### src/sv/fcpcrc_pkg.sv
// shared types, constants and crc helper for the framed command parser
package fcpcrc_pkg;

    localparam logic [1:0] CFG_SYNC_VALUE    = 2'd0;
    localparam logic [1:0] CFG_MAX_LENGTH    = 2'd1;
    localparam logic [1:0] CFG_CRC_POLYNOMIAL = 2'd2;
    localparam logic [1:0] CFG_CRC_START     = 2'd3;

    localparam logic [7:0]  SYNC_VALUE_RESET = 8'haa;
    localparam logic [7:0]  MAX_LENGTH_RESET = 8'd100;
    localparam logic [15:0] CRC_POLY_RESET   = 16'h8408;
    localparam logic [15:0] CRC_START_RESET  = 16'h8408;

    typedef logic [1:0] status_t;
    localparam status_t STATUS_OK       = 2'd0;
    localparam status_t STATUS_CRC_ERR  = 2'd1;
    localparam status_t STATUS_TOO_LONG = 2'd2;

    // reflected crc-16, one byte folded lsb first
    function automatic logic [15:0] crc_fold(
        input logic [15:0] acc,
        input logic [7:0]  data,
        input logic [15:0] poly
    );
        logic [15:0] a;
        a = acc ^ {8'h00, data};
        for (int k = 0; k < 8; k++)
        begin
            if (a[0])
            begin
                a = (a >> 1) ^ poly;
            end
            else
            begin
                a = a >> 1;
            end
        end
        return a;
    endfunction

endpackage

### src/sv/framed_command_parser_crc_check_unit.sv
// framed command parser with crc-16 check, top level
//
// input channel (in_valid/in_ready) carries one received byte per request,
// tagged by from_serial. wireless framing: sync, repeat hi, repeat lo,
// length, data. serial framing: length, repeat, data. each source keeps
// its own phase; counters, crc and held bytes are shared.
// every data byte gives one request on the output channel
// (out_valid/out_ready) with its index, the header fields and, on the
// last byte, frame_end and a status (ok, crc error, too long).
// header bytes give no output.
// a data byte shows on the output in the cycle after it is accepted.
// throughput: one byte per cycle; the phase change and the full byte-wide
// crc update sit between the state registers and the output register.
// when the receiver stalls the output register holds and in_ready drops
// until the pending result is taken or taken in the same cycle.
// configuration (cfg_valid/cfg_ready, cfg_index, cfg_data) is always ready
// and is meant to be written while the block is idle.
// reset: wireless hunts for sync, serial waits for length, registers
// return to sync 0xaa, limit 100, poly and start 0x8408.
module framed_command_parser_crc_check_unit
    import fcpcrc_pkg::*;
(
    input  logic        clk,
    input  logic        rst_n,
    input  logic        in_valid,
    output logic        in_ready,
    input  logic [7:0]  rx_byte,
    input  logic        from_serial,
    output logic        out_valid,
    input  logic        out_ready,
    output logic [7:0]  payload_byte,
    output logic [7:0]  byte_index,
    output logic        frame_end,
    output logic [1:0]  frame_status,
    output logic [15:0] repeat_total,
    output logic [7:0]  frame_size,
    input  logic        cfg_valid,
    output logic        cfg_ready,
    input  logic [1:0]  cfg_index,
    input  logic [15:0] cfg_data
);

    typedef enum logic [2:0] {
        PH_SYNC   = 3'd0,
        PH_RPT_HI = 3'd1,
        PH_RPT_LO = 3'd2,
        PH_LEN    = 3'd3,
        PH_DATA   = 3'd4
    } phase_t;

    logic [7:0]  sync_value_reg;
    logic [7:0]  max_length_reg;
    logic [15:0] crc_poly_reg;
    logic [15:0] crc_start_reg;

    phase_t      wl_phase_reg, wl_phase_next;
    phase_t      ser_phase_reg, ser_phase_next;
    logic [15:0] repeat_reg, repeat_next;
    logic [7:0]  exp_len_reg, exp_len_next;
    logic [7:0]  count_reg, count_next;
    logic [15:0] crc_reg, crc_next;
    logic [7:0]  held0_reg, held0_next;
    logic [7:0]  held1_reg, held1_next;

    logic        out_valid_reg;
    logic [7:0]  payload_reg;
    logic [7:0]  index_reg;
    logic        end_reg;
    status_t     status_reg;
    logic [15:0] repeat_out_reg;
    logic [7:0]  size_reg;

    logic        accept;
    phase_t      ph;
    phase_t      ph_next;
    logic        emit;
    logic        last;
    status_t     status;
    logic [15:0] crc_folded;

    assign in_ready  = !out_valid_reg || out_ready;
    assign accept    = in_valid && in_ready;
    assign cfg_ready = 1'b1;

    assign crc_folded = crc_fold(crc_reg, held1_reg, crc_poly_reg);

    always_comb
    begin
        ph = from_serial ? ser_phase_reg : wl_phase_reg;
        case (ph)
            PH_SYNC, PH_RPT_HI:
            begin
                if (from_serial)
                begin
                    ph = PH_LEN;
                end
            end
            PH_RPT_LO, PH_LEN, PH_DATA:
            begin
            end
            default:
            begin
                ph = from_serial ? PH_LEN : PH_SYNC;
            end
        endcase

        ph_next      = ph;
        repeat_next  = repeat_reg;
        exp_len_next = exp_len_reg;
        count_next   = count_reg;
        crc_next     = crc_reg;
        held0_next   = held0_reg;
        held1_next   = held1_reg;
        emit         = 1'b0;
        last         = 1'b0;
        status       = STATUS_OK;

        case (ph)
            PH_SYNC:
            begin
                if (rx_byte == sync_value_reg)
                begin
                    ph_next = PH_RPT_HI;
                end
            end
            PH_RPT_HI:
            begin
                repeat_next = {rx_byte, 8'h00};
                ph_next     = PH_RPT_LO;
            end
            PH_RPT_LO:
            begin
                if (from_serial)
                begin
                    repeat_next = {8'h00, rx_byte};
                    ph_next     = PH_DATA;
                end
                else
                begin
                    repeat_next = repeat_reg + {8'h00, rx_byte};
                    ph_next     = PH_LEN;
                end
            end
            PH_LEN:
            begin
                exp_len_next = rx_byte;
                if (rx_byte == 8'd0 || rx_byte > max_length_reg)
                begin
                    if (!from_serial)
                    begin
                        ph_next = PH_SYNC;
                    end
                end
                else
                begin
                    count_next = 8'd0;
                    crc_next   = crc_start_reg;
                    held0_next = 8'd0;
                    held1_next = 8'd0;
                    ph_next    = from_serial ? PH_RPT_LO : PH_DATA;
                end
            end
            default:
            begin
                emit       = 1'b1;
                count_next = count_reg + 8'd1;
                last       = (count_next == exp_len_reg);
                if (count_reg >= 8'd2)
                begin
                    crc_next = crc_folded;
                end
                if (last)
                begin
                    if (exp_len_reg < 8'd2 || {rx_byte, held0_reg} != crc_next)
                    begin
                        status = STATUS_CRC_ERR;
                    end
                    else if (exp_len_reg >= max_length_reg)
                    begin
                        status = STATUS_TOO_LONG;
                    end
                    ph_next = from_serial ? PH_LEN : PH_SYNC;
                end
                held1_next = held0_reg;
                held0_next = rx_byte;
            end
        endcase

        wl_phase_next  = wl_phase_reg;
        ser_phase_next = ser_phase_reg;
        if (from_serial)
        begin
            ser_phase_next = ph_next;
        end
        else
        begin
            wl_phase_next = ph_next;
        end
    end

    // control state, configuration and result registers
    always_ff @(posedge clk or negedge rst_n)
    begin
        if (!rst_n)
        begin
            sync_value_reg <= SYNC_VALUE_RESET;
            max_length_reg <= MAX_LENGTH_RESET;
            crc_poly_reg   <= CRC_POLY_RESET;
            crc_start_reg  <= CRC_START_RESET;
            wl_phase_reg   <= PH_SYNC;
            ser_phase_reg  <= PH_LEN;
            repeat_reg     <= 16'd0;
            exp_len_reg    <= 8'd0;
            count_reg      <= 8'd0;
            crc_reg        <= CRC_START_RESET;
            held0_reg      <= 8'd0;
            held1_reg      <= 8'd0;
            out_valid_reg  <= 1'b0;
            payload_reg    <= 8'd0;
            index_reg      <= 8'd0;
            end_reg        <= 1'b0;
            status_reg     <= STATUS_OK;
            repeat_out_reg <= 16'd0;
            size_reg       <= 8'd0;
        end
        else
        begin
            if (cfg_valid && cfg_ready)
            begin
                case (cfg_index)
                    CFG_SYNC_VALUE:     sync_value_reg <= cfg_data[7:0];
                    CFG_MAX_LENGTH:     max_length_reg <= cfg_data[7:0];
                    CFG_CRC_POLYNOMIAL: crc_poly_reg   <= cfg_data;
                    CFG_CRC_START:      crc_start_reg  <= cfg_data;
                    default:
                    begin
                    end
                endcase
            end
            if (accept)
            begin
                wl_phase_reg  <= wl_phase_next;
                ser_phase_reg <= ser_phase_next;
                repeat_reg    <= repeat_next;
                exp_len_reg   <= exp_len_next;
                count_reg     <= count_next;
                crc_reg       <= crc_next;
                held0_reg     <= held0_next;
                held1_reg     <= held1_next;
            end
            if (in_ready)
            begin
                out_valid_reg <= accept && emit;
            end
            if (accept && emit)
            begin
                payload_reg    <= rx_byte;
                index_reg      <= count_reg;
                end_reg        <= last;
                status_reg     <= status;
                repeat_out_reg <= repeat_reg;
                size_reg       <= exp_len_reg;
            end
        end
    end

    assign out_valid    = out_valid_reg;
    assign payload_byte = payload_reg;
    assign byte_index   = index_reg;
    assign frame_end    = end_reg;
    assign frame_status = status_reg;
    assign repeat_total = repeat_out_reg;
    assign frame_size   = size_reg;

endmodule

### config.mk
export PLATFORM = sky130hd
export DESIGN_NAME = framed_command_parser_crc_check_unit
export DESIGN_NICKNAME = d
export VERILOG_FILES = /design/src/sv/fcpcrc_pkg.sv /design/src/sv/framed_command_parser_crc_check_unit.sv
export SDC_FILE = /design/constraint.sdc
export NUM_CORES = 1
export LEC_CHECK = 0
export BUFFER_PORTS_ARGS = -buffer_cell sky130_fd_sc_hd__buf_2
export CORE_MARGIN = 1
export CORE_UTILIZATION = 45
export CTS_CLUSTER_SIZE = 12
export DETAILED_ROUTE_END_ITERATION = 8
export GPL_TIMING_DRIVEN = 0
export PLACE_DENSITY = 0.68
export REMOVE_ABC_BUFFERS = 1
export SYNTH_ARGS = -nofsm -noshare
export SYNTH_HDL_FRONTEND = slang
export SYNTH_SLANG_ARGS = --single-unit
### constraint.sdc
create_clock -name clk -period 6 [get_ports clk]
set_input_delay 1.8 -clock clk [delete_from_list [all_inputs] [get_ports clk]]
set_output_delay 1.8 -clock clk [all_outputs]
set_load 0.01 [all_outputs]
Word-level counts from Yosys, hierarchy flattened
Index checks and enable logic that the tools add are counted.
{ "classes": {"reduce_logical": 24, "eq_ne": 14, "bitwise_logic": 11, "order_cmp": 4, "n_addsub": 2, "muxes": 35} }
{ "op_table": {"columns": ["op", "count"], "rows": [
  ["2-to-1 mux 16 bit", 12],
  ["XOR 15 x 16 -> 16 bit", 8],
  ["one-hot mux 16 bit (2 select lines)", 2],
  ["one-hot mux 8 bit (2 select lines)", 3],
  ["2-to-1 mux 3 bit", 8],
  ["adder 16 x 8 -> 16 bit", 1],
  ["== test 8 bit", 2],
  ["!= test 16 bit", 1],
  ["AND reduction 2 bit", 8],
  ["XOR 16 x 8 -> 16 bit", 1],
  ["== test 3 x 2 -> 1 bit, second input constant", 4],
  ["one-hot mux 3 bit (4 select lines)", 1],
  ["2-to-1 mux 2 bit", 5],
  ["adder 8 x 1 -> 8 bit, second input constant", 1],
  [">= comparator 8 x 2 -> 1 bit, second input constant", 1],
  [">= comparator 8 bit", 1],
  ["> comparator 8 bit", 1],
  ["logical NOT 8 bit", 1],
  ["< comparator 8 x 2 -> 1 bit, second input constant", 1],
  ["2-to-1 mux 8 bit", 1],
  ["== test 3 x 1 -> 1 bit, second input constant", 2],
  ["logical NOT 3 bit", 2],
  ["one-hot mux 3 bit (2 select lines)", 1],
  ["OR reduction 3 bit", 2],
  ["other kinds (14)", 20]
]} }
{ "word_totals": {"reg_bits": 162, "elab_cells": 109} }

Depth between registers and ports, before layout
Gate-level depths: netlist of the first run.
{ "logic_depth": {"word_depth": 24, "depth_mapped": 20} }

Least setup slack after synthesis of the first run
Ideal clock, no wire load.
{ "synth_path": {"path_type": "register to register", "start": "reg crc_reg[1]", "end": "reg status_reg[0], in the netlist frame_status[0]", "path_stages_with_launch": 19, "t_arrival_ns": 4.667, "required_ns": 5.881, "slack_ns": 1.215, "setup_ns": 0.119, "cell_sequence": "dfrtp_1 > xnor2_1 > clkbuf_1 > nand3_1 > a41o_1 > or3_1 > a21oi_1 > o2111ai_1 > and3b_1 > buf_2 > nor2_1 > nor4_1 > nor4_1 > xnor2_1 > xor2_1 > nor2_1 > o31a_1 > or4b_1 > o21ba_1"} }
{ "synth_via": {"elab_chain_cells": 23} }
{ "synth_lines": {"columns": ["element", "line_no", "rtl"], "rows": [
  ["start: declaration", "framed_command_parser_crc_check_unit.sv:61", "logic [15:0] crc_reg, crc_next;"],
  ["start signal: assignment", "framed_command_parser_crc_check_unit.sv:247", "crc_reg <= crc_next;"],
  ["XOR 16 x 8 -> 16 bit", "fcpcrc_pkg.sv:26", "a = acc ^ {8'h00, data};"],
  ["XOR 15 x 16 -> 16 bit", "fcpcrc_pkg.sv:31", "a = (a >> 1) ^ poly;"],
  ["2-to-1 mux 16 bit (2 in series)", "fcpcrc_pkg.sv:29", "if (a[0])"],
  ["XOR 15 x 16 -> 16 bit", "fcpcrc_pkg.sv:31", null],
  ["2-to-1 mux 16 bit", "fcpcrc_pkg.sv:29", null],
  ["XOR 15 x 16 -> 16 bit", "fcpcrc_pkg.sv:31", null],
  ["2-to-1 mux 16 bit", "fcpcrc_pkg.sv:29", null],
  ["XOR 15 x 16 -> 16 bit", "fcpcrc_pkg.sv:31", null],
  ["(+6 left out)", null, null],
  ["2-to-1 mux 16 bit", "fcpcrc_pkg.sv:29", null],
  ["2-to-1 mux 16 bit (*)", "framed_command_parser_crc_check_unit.sv:168", "if (count_reg >= 8'd2)"],
  ["2-to-1 mux 16 bit (*)", "framed_command_parser_crc_check_unit.sv:118", "case (ph)"],
  ["!= test 16 bit (*)", "framed_command_parser_crc_check_unit.sv:174", "if (exp_len_reg < 8'd2 || {rx_byte, held0_reg} != crc_next)"],
  ["logical OR 1 bit (*)", "framed_command_parser_crc_check_unit.sv:174", null],
  ["2-to-1 mux 2 bit (*)", "framed_command_parser_crc_check_unit.sv:174", null],
  ["2-to-1 mux 2 bit (*)", "framed_command_parser_crc_check_unit.sv:172", "if (last)"],
  ["2-to-1 mux 2 bit (*)", "framed_command_parser_crc_check_unit.sv:118", null],
  ["end signal: assignment", "framed_command_parser_crc_check_unit.sv:260", "status_reg <= status;"],
  ["end: declaration", "framed_command_parser_crc_check_unit.sv:69", "status_t status_reg;"]
]} }
Every way passes the cells marked *; elsewhere a longest branch is shown, timed or not. The select of a mux whose other input is x is not followed.
A chain may end at the register's enable or synchronous reset.

Worst setup path in the final report of the first run
{ "layout_path": {"start": "reg crc_reg[0]", "end": "reg status_reg[0], in the netlist frame_status[0]"} }
{ "layout_via": {"elab_chain_cells": 23} }
{ "layout_lines": {"columns": ["element", "line_no"], "rows": [
  ["XOR 16 x 8 -> 16 bit", "fcpcrc_pkg.sv:26"],
  ["2-to-1 mux 16 bit", "fcpcrc_pkg.sv:29"],
  ["XOR 15 x 16 -> 16 bit", "fcpcrc_pkg.sv:31"],
  ["2-to-1 mux 16 bit", "fcpcrc_pkg.sv:29"],
  ["XOR 15 x 16 -> 16 bit", "fcpcrc_pkg.sv:31"],
  ["2-to-1 mux 16 bit", "fcpcrc_pkg.sv:29"],
  ["XOR 15 x 16 -> 16 bit", "fcpcrc_pkg.sv:31"],
  ["2-to-1 mux 16 bit", "fcpcrc_pkg.sv:29"],
  ["(+7 left out)", null],
  ["2-to-1 mux 16 bit", "fcpcrc_pkg.sv:29"],
  ["2-to-1 mux 16 bit (*)", "framed_command_parser_crc_check_unit.sv:168"],
  ["2-to-1 mux 16 bit (*)", "framed_command_parser_crc_check_unit.sv:118"],
  ["!= test 16 bit (*)", "framed_command_parser_crc_check_unit.sv:174"],
  ["logical OR 1 bit (*)", "framed_command_parser_crc_check_unit.sv:174"],
  ["2-to-1 mux 2 bit (*)", "framed_command_parser_crc_check_unit.sv:174"],
  ["2-to-1 mux 2 bit (*)", "framed_command_parser_crc_check_unit.sv:172"],
  ["2-to-1 mux 2 bit (*)", "framed_command_parser_crc_check_unit.sv:118"]
]} }
Marks and branches as above.

==> impl_metrics.ini, run 1 <==
[run_status]
status = complete, no violations

[setup_path]
worstPathMaxFanout = 13
rr_worst_depth = 18
worst_setup_path_end_kind = flip-flop
crit_path_start = crc_reg[0]
arrival_ns = 6.14
cp.required_ns = 6.33
setup.worst_path.start_class = flip-flop
timing.rr.start = crc_reg[0]
r2r-end = frame_status[0]
cp-endpoint = frame_status[0]
regToRegSetupSlack_ns = 0.19
crit_type = reg2reg

[placement]
gp_congestion = 0.937
io_buffers = 76
hpwl_um = 23700
post-place-ws_ns = -1.80

[logic_synthesis]
ys_seq_area_frac = 0.349
yosysMostFrequentCell = nand2_1
async_flop_share = 1.00
synthTopCellsByCount = 264 x nand2_1, 144 x dfrtp_1, 104 x xnor2_1
syn_area_per_cell_um2 = 8.45
synth_area_leaders = dfrtp_1 31%, nand2_1 8.5%, xnor2_1 7.8%, mux2_2 5.6%, dfstp_2 4.0%
synth_top_cell_by_area = dfrtp_1
ys_ff_latch = 162
ys_warn_count = 0
synth_edf_count = 0
yosysTopAreaCellShare = 0.308
syn_area_mm2 = 0.0117
synth.distinct_cells = 96
synthCells = 1384
ys_dominant_reg_cell = dfrtp_1

[timing]
fin_crit_sh = 0.969
worstMarginPinSlew_ns = 1.19
rsz0062_at_grt = false
setup_viol = 0
slew_viol_final = 0
max_freq_mhz = 172
slew-limit-headroom = 0.204
skew_ns = 0.0136
hold_violations = 0
timing.final.ws_setup_ns = 0.186
min_period_ns = 5.81

[floorplan]
initial_core_util = 0.462
ios = 78
die_y_um = 163
die_width_um = 163
rows = 58
die_area_mm2 = 0.0266
core-area_mm2 = 0.0253

[min_path]
holdPathStages = 2
min_path_type = reg2reg

[clock_tree]
clkLatencyLatePin_ns = 0.44
clk_pin_slew_ns = 0.07
cts_tree = done
htreeDepth = 4
clkSinkCount = 162
cts-root-buf = clkbuf_16
cts_buffer_depth = 2
numCtsBuffers = 17

[global_routing]
gr-total-overflow = 0
grt_pass1_vias = 9880
grt_first_pass_wirelength_um = 54200
grtUsageTotal = 0.262
grt_antenna_before_repair = 0
grt_max_degree = 88

[detailed_routing]
drcViolationCount = 0
drtIter0Drc = 996
routed_wl_um = 33900
drt_pass1_iterations = 5
post_drt_wl_per_cell_um = 19.4
drtAntennaViolNets = 0
vias = 10496
via_per_inst = 6.01

[job]
cap_violations = 0

[layout]
drive_gt1_frac = 0.186
nFillCells = 2324
layout.nets = 1462
synthToLayoutAreaGrowth_pct = 11.7
diodes = 0
## logic make-up (layout without fill, tap and decap cells)
family | count (synthesis) | count (layout) | share of synthesized area
fa+ha+maj | 27 | 27 | 0.0295
simple gates | 537 | 537 | 0.211
buf+inv | 118 | 150 | 0.0397
mux | 69 | 69 | 0.0656
other cells | 1 | 1 | 0.000321
flops | 162 | 162 | 0.349
xor+xnor | 152 | 152 | 0.125
compound gates | 318 | 318 | 0.180
## worst min path at each step
| stage | from | end | slack (ns) |
|---|---|---|---|
| after global routing | payload_byte[4] | payload_byte[4] | 0.49 |
| final | payload_byte[3] | payload_byte[3] | 0.47 |
| after global placement | repeat_total[6] | repeat_total[6] | 0.45 |
| after detailed placement | repeat_total[4] | repeat_total[4] | 0.46 |
| after floorplan | repeat_reg[15] | repeat_total[15] | 0.46 |
| after CTS | repeat_total[13] | repeat_total[13] | 0.48 |
## metrics by stage
stage,utilization,hold slack (ns),setup TNS (ns),instance area (µm²),cells
2_1_floorplan,-,0.456,-0.574,11300,1295
3_3_place_gp,0.479,0.455,-112.20,12100,1701
3_5_place_dp,0.483,0.457,-11.80,12200,1706
4_1_cts,0.512,0.476,0,13000,1744
5_1_grt,0.516,0.492,0,13100,1746
6_report,0.516,0.470,0,13100,1746
## critical path: stages, from the launching register on
cell and delay [ns]:
dfrtp_1 0.55, xor2_4 0.25, buf_4 0.17, buf_4 0.15, and3_1 0.17, nor2_1 0.35
xnor3_1 0.53, o2bb2ai_1 0.34, a21oi_1 0.16, nand3_2 0.21, o211ai_2 0.32, o311a_2 0.54
xnor2_4 0.23, nand2_1 0.10, xnor3_1 0.41, mux2i_1 0.28, and3_1 0.19, or4b_1 0.53
o21ba_1 0.22
## per-layer routing
layer	vias up	track usage	wire, µm
met5	-	0	0
met4	0	0.103	882
met3	59	0.0322	2250
met2	384	0.410	16000
met1	5141	0.367	14800
li1	4912	-	-
## layout make-up
cell class | instances | area [µm²] | share of cell area
timing repair buffer | 89 | 541 | 0.0414
sequential | 162 | 4090 | 0.313
inverter | 29 | 116 | 0.00891
clock inverter | 14 | 146 | 0.0112
clock buffer | 18 | 429 | 0.0329
multi-input combinational | 1104 | 7330 | 0.561
tap | 330 | 413 | 0.0316
## timing repair
item / CTS / global route
hold buffers: 0 / 0
resized for setup: 16 / 15
cloned: 0 / 0
pin swaps: 2 / 1
buffers inserted: 6 / 2
endpoints found under the setup margin: 16 / 2
## cells in the final DEF, fill, tap and decap left out, types with 26 or more instances in the layout
master | synthesis | layout
a211oi_1 | 27 | 27
a21oi_1 | 67 | 65
buf_2 | 5 | 75
dfrtp_1 | 144 | 141
ha_1 | 26 | 26
inv_1 | 28 | 28
mux2_2 | 58 | 58
nand2_1 | 264 | 264
nand3_1 | 31 | 31
nor2_1 | 97 | 94
nor3_1 | 27 | 27
o21ai_0 | 88 | 88
xnor2_1 | 104 | 101
xor2_1 | 37 | 35
Power of run 1 is left out: the tool's default activity adds up to more than one toggle a clock period on the data nets, which glitch-free logic cannot reach.
==> inputs of run 2 (changes only) <==
- ABC_AREA: not set -> 1
==> impl_metrics.ini, run 2 <==
[detailed_routing]
routed_wl_um = 27900
drtAntennaViolNets = 0
post_drt_wl_per_cell_um = 15.2
drtIter0Drc = 776
drt_pass1_iterations = 6
drcViolationCount = 0
via_per_inst = 5.24
vias = 9630

[floorplan]
rows = 55
die_area_mm2 = 0.0242
die_width_um = 156
core-area_mm2 = 0.0228
ios = 78
initial_core_util = 0.464
die_y_um = 156

[setup_path]
setup.worst_path.start_class = input pin
crit_type = in2reg
arrival_ns = 5.92
worstPathMaxFanout = 51
rr_worst_depth = 31
r2r-end = frame_status[0]
worst_setup_path_end_kind = flip-flop
cp.required_ns = 6.33
regToRegSetupSlack_ns = 0.56
timing.rr.start = crc_poly_reg[0]

[logic_synthesis]
yosysMostFrequentCell = nand2_1
synth_area_leaders = dfrtp_1 34%, nand2_1 16%, o21ai_0 6.9%, inv_1 6.1%, nand3_1 5.5%
syn_area_mm2 = 0.0106
async_flop_share = 1.00
ys_ff_latch = 162
synth_edf_count = 0
ys_seq_area_frac = 0.384
synth.distinct_cells = 47
ys_warn_count = 0
synthCells = 1477
syn_area_per_cell_um2 = 7.18
synth_top_cell_by_area = dfrtp_1
yosysTopAreaCellShare = 0.340
ys_dominant_reg_cell = dfrtp_1
synthTopCellsByCount = 449 x nand2_1, 172 x inv_1, 147 x o21ai_0

[placement]
place_area_mm2 = 0.0111
io_buffers = 76
gp_congestion = 0.866
hpwl_um = 20000

[min_path]
holdPathStages = 2
min_path_type = reg2reg
min_from = payload_byte[4]
hold_path_end = payload_byte[4]

[layout]
nFillCells = 2293
fin_area_mm2 = 0.0117
layout.nets = 1572
diodes = 0
synthToLayoutAreaGrowth_pct = 10.6
final_cell_mix = 448 x nand2_1, 171 x inv_1, 147 x o21ai_0, 144 x dfrtp_1, 116 x nand3_1
drive_gt1_frac = 0.119
final_util = 0.513
final-seq-area_mm2 = 0.00408
multiInputGateArea_mm2 = 0.00549
layout_commonest_cell = nand2_1

[timing]
hold_violations = 0
timing.hold.ws_ns = 0.468
max_freq_mhz = 179
setup_viol = 0
rsz0062_at_grt = false
slew-limit-headroom = 0.149
skew_ns = 0.00951
slew_viol_final = 0
worstMarginPinSlew_ns = 1.27
finalSetupTns_ns = 0
fin_crit_sh = 0.931
min_period_ns = 5.59

[global_routing]
gr-total-overflow = 0
grt_antenna_before_repair = 0
grtUsageTotal = 0.242
grt_pass1_vias = 8893
grt_first_pass_wirelength_um = 45700
grt_max_degree = 124

[clock_tree]
holdBufCountCts = 0
cts_tree = done
numCtsBuffers = 17
cts-root-buf = clkbuf_16
clkSinkCount = 162
clk_pin_slew_ns = 0.07
post_cts_resized = 0
htreeDepth = 4
clkLatencyLatePin_ns = 0.43
cts_buffer_depth = 2
cts_setup_buffers = 0

[job]
cap_violations = 0

[run_status]
status = complete, no violations
-- run 2: cell types whose count changed in the layout (fill, tap and decap cells not counted), moves of 13 or more --
cell / delta
and3_1: -13
nor4_1: -14
a21oi_1: -33
a211oi_1: -25
o21ai_0: +59
xnor2_1: -52
inv_1: +143
nor3_1: -22
nand3_1: +85
nand2_1: +184
mux2_2: -58
-- run 2: area by class of cell --
cell class | count | area share
multi-input cells | 1067 | 0.468
inverters | 185 | 0.0592
repair buffers | 80 | 0.0386
well taps | 313 | 0.0334
clock buffers | 25 | 0.0431
flip-flops and latches | 162 | 0.348
clock inverters | 7 | 0.0103
-- run 2: how the worst max path moves through the flow --
| stage | cells past startpoint | start | endpoint | slack [ns] |
|---|---|---|---|---|
| after floorplan | 10 | from_serial | crc_reg[10] | 0.52 |
| after global placement | 11 | from_serial | crc_reg[10] | -1.99 |
| after detailed placement | 11 | from_serial | crc_reg[10] | 0.16 |
| after CTS | 11 | from_serial | crc_reg[10] | 0.57 |
| after global routing | 31 | crc_poly_reg[0] | frame_status[0] | 0.02 |
| final | 11 | from_serial | crc_reg[10] | 0.41 |
-- run 2: critical path, cell delays in order --
cell	delay, ns
buf_2	0.14
clkinv_1	0.21
o21ai_0	0.21
inv_1	0.08
nor3_1	0.31
inv_1	0.18
nor2_1	0.98
inv_2	0.61
nand2_2	0.87
o21ai_0	0.30
o22ai_1	0.19
-- run 2: through the flow --
stage / worst slack (ns) / std cells
CTS: 0.567 / 1839
global route: 0.0170 / 1839
finish: 0.413 / 1839
detailed placement: 0.156 / 1807
global placement: -1.99 / 1803
floorplan: 0.517 / 1414
-- run 2: cells by family after synthesis --
family	Yosys count	synth area share
other	1	0.000354
adder cells (fa/ha/maj)	27	0.0326
AO/OA/AOI/OAI	242	0.126
buffers and inverters	248	0.0989
AND/OR/NAND/NOR	711	0.287
XOR/XNOR	86	0.0710
flip-flops	162	0.384
-- run 2: routing by layer --
| layer | global-route usage | up-vias | wire length [µm] |
|---|---|---|---|
| met4 | 0.0864 | 0 | 706 |
| met5 | 0 | - | 0 |
| met2 | 0.379 | 298 | 12500 |
| met3 | 0.0312 | 56 | 1660 |
| li1 | - | 4786 | - |
| met1 | 0.341 | 4490 | 13100 |
Power of run 2 is left out for the same reason.
